--- src/sv/hvl2_pkg.sv ---
// ----------------------------------------------------------------------------
// hvl2_pkg: shared types, constants and float functions
// Holds the binary16 widening, the binary32 add and multiply (round to
// nearest even, subnormals kept) and the structs passed between modules.
// ----------------------------------------------------------------------------
package hvl2_pkg;

  localparam int HVL2_LANES   = 4;
  localparam int HVL2_LEFT    = HVL2_LANES - 1;
  localparam int FIFO_DEPTH   = 16;
  localparam int FIFO_AW      = $clog2(FIFO_DEPTH);
  localparam logic [31:0] FP_QNAN = 32'h7FC0_0000;
  localparam logic [31:0] FP_ZERO = 32'h0000_0000;

  // Control that travels with one lane of a request.
  typedef struct packed {
    logic valid;
    logic acc_en;
    logic left_en;
    logic last;
  } lane_ctl_t;

  // What a lane hands to the merge stage at the end of a vector.
  typedef struct packed {
    logic        valid;
    logic        left_en;
    logic [31:0] sum;
    logic [31:0] p;
  } lane_fin_t;

  // A finished distance.
  typedef struct packed {
    logic        valid;
    logic [31:0] bits;
  } res_t;

  // Exact widening of a binary16 pattern to binary32.
  function automatic logic [31:0] hvl2_widen(input logic [15:0] h);
    logic [4:0]  e;
    logic [9:0]  m;
    logic [3:0]  lz;
    logic [10:0] mm;
    logic [7:0]  ex;
    logic [31:0] r;
    e  = h[14:10];
    m  = h[9:0];
    lz = 4'd10;
    for (int i = 0; i < 10; i++) begin
      if (m[i]) lz = 4'(9 - i);
    end
    mm = 11'({1'b0, m} << (lz + 4'd1));
    ex = 8'd112 - {4'b0, lz};
    if (e == 5'd0) begin
      if (m == 10'd0) r = {h[15], 31'b0};
      else            r = {h[15], ex, mm[9:0], 13'b0};
    end else if (e == 5'h1F) begin
      r = {h[15], 8'hFF, m, 13'b0};
    end else begin
      r = {h[15], {3'b0, e} + 8'd112, m, 13'b0};
    end
    return r;
  endfunction

  // Binary32 addition, round to nearest even.
  function automatic logic [31:0] fp_add(input logic [31:0] a, input logic [31:0] b);
    logic        a_nan, b_nan, a_inf, b_inf;
    logic [31:0] x, y, r;
    logic [7:0]  ex, ey, dd, sh;
    logic [23:0] mx, my;
    logic [26:0] xe, ye0, ye, n;
    logic        st, up;
    logic [27:0] sum;
    logic [4:0]  lz;
    logic [9:0]  e10;
    logic [7:0]  ef;
    a_nan = (&a[30:23]) && (|a[22:0]);
    b_nan = (&b[30:23]) && (|b[22:0]);
    a_inf = (&a[30:23]) && !(|a[22:0]);
    b_inf = (&b[30:23]) && !(|b[22:0]);
    if (b[30:0] > a[30:0]) begin
      x = b; y = a;
    end else begin
      x = a; y = b;
    end
    ex  = (x[30:23] == 8'd0) ? 8'd1 : x[30:23];
    ey  = (y[30:23] == 8'd0) ? 8'd1 : y[30:23];
    mx  = {x[30:23] != 8'd0, x[22:0]};
    my  = {y[30:23] != 8'd0, y[22:0]};
    dd  = ex - ey;
    xe  = {mx, 3'b0};
    ye0 = {my, 3'b0};
    if (dd >= 8'd27) begin
      ye = {26'b0, |my};
    end else begin
      st = |(ye0 & ((27'h1 << dd) - 27'h1));
      ye = (ye0 >> dd) | {26'b0, st};
    end
    if (x[31] ^ y[31]) sum = {1'b0, xe} - {1'b0, ye};
    else               sum = {1'b0, xe} + {1'b0, ye};
    lz = 5'd27;
    for (int i = 0; i < 27; i++) begin
      if (sum[i]) lz = 5'(26 - i);
    end
    sh = ({3'b0, lz} < (ex - 8'd1)) ? {3'b0, lz} : (ex - 8'd1);
    if (sum[27]) begin
      n   = {sum[27:2], sum[1] | sum[0]};
      e10 = {2'b0, ex} + 10'd1;
    end else begin
      n   = sum[26:0] << sh;
      e10 = {2'b0, ex} - {2'b0, sh};
    end
    ef = n[26] ? e10[7:0] : 8'd0;
    up = n[2] & (n[1] | n[0] | n[3]);
    if (a_nan || b_nan || (a_inf && b_inf && (a[31] != b[31]))) begin
      r = FP_QNAN;
    end else if (a_inf) begin
      r = a;
    end else if (b_inf) begin
      r = b;
    end else if (sum == 28'd0) begin
      r = {x[31] & y[31], 31'b0};
    end else if (e10 >= 10'd255) begin
      r = {x[31], 8'hFF, 23'b0};
    end else begin
      r = {x[31], 31'({ef, n[25:3]}) + 31'(up)};
    end
    return r;
  endfunction

  // Binary32 multiplication, round to nearest even.
  function automatic logic [31:0] fp_mul(input logic [31:0] a, input logic [31:0] b);
    logic               s, a_nan, b_nan, a_inf, b_inf, a_zero, b_zero;
    logic [7:0]         ea, eb, ef;
    logic [23:0]        ma, mb, m;
    logic [47:0]        p, pn, pn2;
    logic [5:0]         lz;
    logic signed [10:0] e;
    logic [10:0]        rsh;
    logic               g, st, lost, up;
    logic [31:0]        r;
    s      = a[31] ^ b[31];
    a_nan  = (&a[30:23]) && (|a[22:0]);
    b_nan  = (&b[30:23]) && (|b[22:0]);
    a_inf  = (&a[30:23]) && !(|a[22:0]);
    b_inf  = (&b[30:23]) && !(|b[22:0]);
    a_zero = (a[30:0] == 31'd0);
    b_zero = (b[30:0] == 31'd0);
    ea = (a[30:23] == 8'd0) ? 8'd1 : a[30:23];
    eb = (b[30:23] == 8'd0) ? 8'd1 : b[30:23];
    ma = {a[30:23] != 8'd0, a[22:0]};
    mb = {b[30:23] != 8'd0, b[22:0]};
    p  = ma * mb;
    lz = 6'd47;
    for (int i = 0; i < 48; i++) begin
      if (p[i]) lz = 6'(47 - i);
    end
    pn  = p << lz;
    e   = $signed({3'b0, ea}) + $signed({3'b0, eb}) - 11'sd126 - $signed({5'b0, lz});
    rsh = 11'(11'sd1 - e);
    if (e <= 11'sd0) begin
      ef = 8'd0;
      if (rsh > 11'd48) begin
        pn2  = 48'd0;
        lost = 1'b1;
      end else begin
        lost = |(pn & ((48'h1 << rsh) - 48'h1));
        pn2  = pn >> rsh;
      end
    end else begin
      ef   = e[7:0];
      lost = 1'b0;
      pn2  = pn;
    end
    m  = pn2[47:24];
    g  = pn2[23];
    st = (|pn2[22:0]) | lost;
    up = g & (st | m[0]);
    if (a_nan || b_nan || (a_inf && b_zero) || (b_inf && a_zero)) begin
      r = FP_QNAN;
    end else if (a_inf || b_inf) begin
      r = {s, 8'hFF, 23'b0};
    end else if (a_zero || b_zero) begin
      r = {s, 31'b0};
    end else if (e >= 11'sd255) begin
      r = {s, 8'hFF, 23'b0};
    end else begin
      r = {s, 31'({ef, m[22:0]}) + 31'(up)};
    end
    return r;
  endfunction

endpackage

--- src/sv/hvl2_lane.sv ---
// ----------------------------------------------------------------------------
// hvl2_lane: one element lane
// Widens and subtracts a pair, squares the difference and keeps the lane's
// running binary32 sum. Hands the sum and its last square on at vector end.
// ----------------------------------------------------------------------------
module hvl2_lane
  import hvl2_pkg::*;
(
  input  logic        clk,
  input  logic        rst_n,
  input  logic        clr,
  input  lane_ctl_t   ctl,
  input  logic [15:0] a,
  input  logic [15:0] b,
  output lane_fin_t   fin
);

  lane_ctl_t   ctl_a_r, ctl_b_r;
  logic [31:0] d_r, p_r, sum_r, sum_nxt;
  lane_fin_t   fin_r;

  // Difference of the widened elements, then its square.
  always_ff @(posedge clk) begin
    d_r <= fp_add(hvl2_widen(a), hvl2_widen(b) ^ 32'h8000_0000);
    p_r <= fp_mul(d_r, d_r);
    if (!rst_n) begin
      ctl_a_r <= '0;
      ctl_b_r <= '0;
    end else begin
      ctl_a_r <= ctl;
      ctl_b_r <= ctl_a_r;
    end
  end

  // Accumulate inside the body of the vector.
  always_comb begin
    sum_nxt = (ctl_b_r.valid && ctl_b_r.acc_en) ? fp_add(sum_r, p_r) : sum_r;
  end

  always_ff @(posedge clk) begin
    if (!rst_n || clr) begin
      sum_r       <= FP_ZERO;
      fin_r.valid <= 1'b0;
    end else if (ctl_b_r.valid && ctl_b_r.last) begin
      sum_r       <= FP_ZERO;
      fin_r.valid <= 1'b1;
    end else begin
      sum_r       <= sum_nxt;
      fin_r.valid <= 1'b0;
    end
    fin_r.sum     <= sum_nxt;
    fin_r.p       <= p_r;
    fin_r.left_en <= ctl_b_r.left_en;
  end

  assign fin = fin_r;

endmodule

--- config.mk ---
export PLATFORM = sky130hd
export DESIGN_NAME = hvl2_lane
export DESIGN_NICKNAME = d
export VERILOG_FILES = /design/src/sv/hvl2_pkg.sv /design/src/sv/hvl2_lane.sv
export SDC_FILE = /design/constraint.sdc
export NUM_CORES = 2
export LEC_CHECK = 0
export BUFFER_PORTS_ARGS = -buffer_cell sky130_fd_sc_hd__buf_4
export CORE_UTILIZATION = 50
export DETAILED_ROUTE_END_ITERATION = 7
export GPL_TIMING_DRIVEN = 0
export PLACE_DENSITY = 0.78
export SLEW_MARGIN = 20
export SYNTH_ARGS = -nofsm -noshare
export SYNTH_HDL_FRONTEND = slang
export SYNTH_SLANG_ARGS = --single-unit
--- constraint.sdc ---
create_clock -name clk -period 36.6 [get_ports clk]
set_input_delay 7.32 -clock clk [delete_from_list [all_inputs] [get_ports clk]]
set_output_delay 7.32 -clock clk [all_outputs]
set_load 0.05 [all_outputs]
==> flow_metrics.tcl <==
set metrics [dict create \
    outcome "finished with violations" \
    area_growth_pct 6.06 \
    synth_edf_count 0 \
    io_buffers 97 \
    die_w_um 331 \
    synth_seq_cells 167 \
    nFillCells 10500 \
    finalSetupTns_ns 0 \
    cts_sinks 167 \
    fin_crit_sh 0.807 \
    die_height_um 331 \
    seq_area_um2 3340 \
    fmax_ghz 0.0339 \
    ys_types 126 \
    die_area_um2 109000 \
    antenna_left 0 \
    fin_nets 8416 \
    cpMostUsedCell "clkbuf_1" \
    critPathMaxStageDelay_ns 0.84 \
    synth_top_cell_area_share 0.159 \
    synth_area_um2 54000 \
    crit_path_end_kind "flop" \
    post_cts.repair.setup_buffers 0 \
    cts-root-buf "clkbuf_16" \
    rsz0062_at_grt "no" \
    finalSetupViolations 0 \
    first_global_vias 60100 \
    hpwlAfterDp_mm 208 \
    maxSlewHeadroom 0.148 \
    crit_arrival_ns 29.85 \
    max-cap-violations 0 \
    drt-total-wl_mm 258 \
    cp_slowest_cell "a2bb2oi_1" \
    ys_top_cells_by_area "fa_1, ha_1, dfxtp_1, inv_1, nand2_1" \
    worstPathMaxFanout 11 \
    num_vias 63400 \
    fin_crit_ns 29.54 \
    grt_pass1_wl_mm 380 \
    ys.warnings.count 0 \
    hold_class "reg2reg" \
    row_count 120 \
    ys.flop_type "dfxtp_1" \
    drt_pass1_iterations 8 \
    worstPathRequired_ns 36.91 \
    ctsResizeCount 0 \
    grt_max_degree 19 \
    gr-usage-all-layers 0.458 \
    cts_hold_buf 0 \
    async_reset_ff_frac 0 \
    worst_slew_pin_slew_ns 1.27 \
    dp_slack_ns 7.55 \
    setup_ws_ns 7.06 \
    gp_congestion 1.13 \
    drtIter0Drc 9618 \
    wl_per_cell_um 28.7 \
    drive_above_1_share 0.0579 \
    io_pins 105 \
    core_um2 107000 \
    clockBufferDepth 2 \
    routed_via_density 7.04 \
    overflow 0 \
    skew_ns 0.0283 \
    worstSkewPairLatency_ns 0.49 \
    drc 8 \
    synth_common_cells "inv_1, nand2_1, nor2_1" \
    yosysMostFrequentCell "inv_1" \
    synth_cells 7470 \
    start_util 0.505 \
    cts_max_level 4 \
    synth_area_leader_cell "fa_1" \
    avgSynthCellArea_um2 7.23 \
    clk_pin_slew_ns 0.08 \
    slew_violations 0 \
    antenna_found_initial 6 \
    cts_tree "built" \
    hold_violations 0 \
    violations "design-rule violations" \
    cp-start-kind "input port" \
    worstSetupPathType "in2reg" \
    multi_input_area_um2 46200 \
    seq_area_frac_synth 0.0619 \
    cts_buffers 17 \
]
critical path, delay by kind of cell:
family | cells | cell delay (ns)
simple gates | 18 | 5.64
buf+inv | 16 | 4.86
compound gates | 27 | 8.62
fa+ha+maj | 9 | 3.19
xor+xnor | 1 | 0.12
logic make-up (layout without fill, tap and decap cells):
logic type | after synthesis | after routing | share of synthesized area
xor+xnor | 243 | 243 | 0.0397
mux | 240 | 240 | 0.0498
other cells | 2 | 6 | 0.000139
simple gates | 2680 | 2680 | 0.246
flops | 167 | 167 | 0.0619
buf+inv | 1181 | 1321 | 0.0847
fa+ha+maj | 782 | 782 | 0.240
compound gates | 2175 | 2175 | 0.277
through the flow:
stage	utilization	hold WS (ns)	area (µm²)	std cells
global route	0.535	0.353	57300	9016
CTS	0.535	0.347	57300	9015
detailed placement	0.530	0.319	56700	8983
finish	0.535	0.347	57300	9017
global placement	0.528	0.313	56500	8973
floorplan	-	0.310	54000	7473
cells in the final DEF (no fill, tap or decap), drive strengths merged, types with 56 or more instances in the layout:
cell,n
o21ai,423
o22ai,74
o31ai,67
a211oi,141
nand3,246
fa,429
nand2,714
a21o,112
inv,742
nor2,575
buf,205
nand4,97
a21oi,459
a31oi,91
and3,92
nor3,259
dfxtp,167
nor4,98
or3,58
nor2b,57
xnor2,158
and2,242
ha,348
clkbuf,359
mux2i,170
o211ai,98
nand2b,68
xor2,85
o21a,56
path summary, 6_finish.rpt:
path	startpoint	end	slack (ns)	cells after the start
max	a[5]	d_r[0]	7.06	71
min	ctl_b_r[1]	fin[64]	0.35	0
max reg2reg	d_r[0]	p_r[0]	12.35	66
min reg2reg	ctl_b_r[1]	fin[64]	0.35	0
state kept, by name, indices dropped and copies added, names as in the netlist:
| signal | count |
|---|---|
| ctl_a_r | 4 |
| ctl_b_r | 4 |
| d_r | 31 |
| fin | 65 |
| p_r | 31 |
| sum_r | 32 |
cell type report:
cell class,count,area share
multi-input cells,6125,0.807
flip-flops and latches,167,0.0583
inverters,742,0.0486
plain buffers,439,0.0312
well taps,1403,0.0306
repair buffers,108,0.0140
clock buffers,18,0.00749
clock inverters,14,0.00275
diodes,1,0.0000437
layer usage:
metal	up-vias	track usage	part of all wire
met5	-	0.00478	0.00027
met1	30300	0.575	0.37
met3	1171	0.103	0.12
met4	4	0.282	0.074
met2	4754	0.710	0.43
li1	27200	-	-
Power is not shown: default switching activity piles up to over one toggle a cycle in this logic, so the estimate is an artifact.
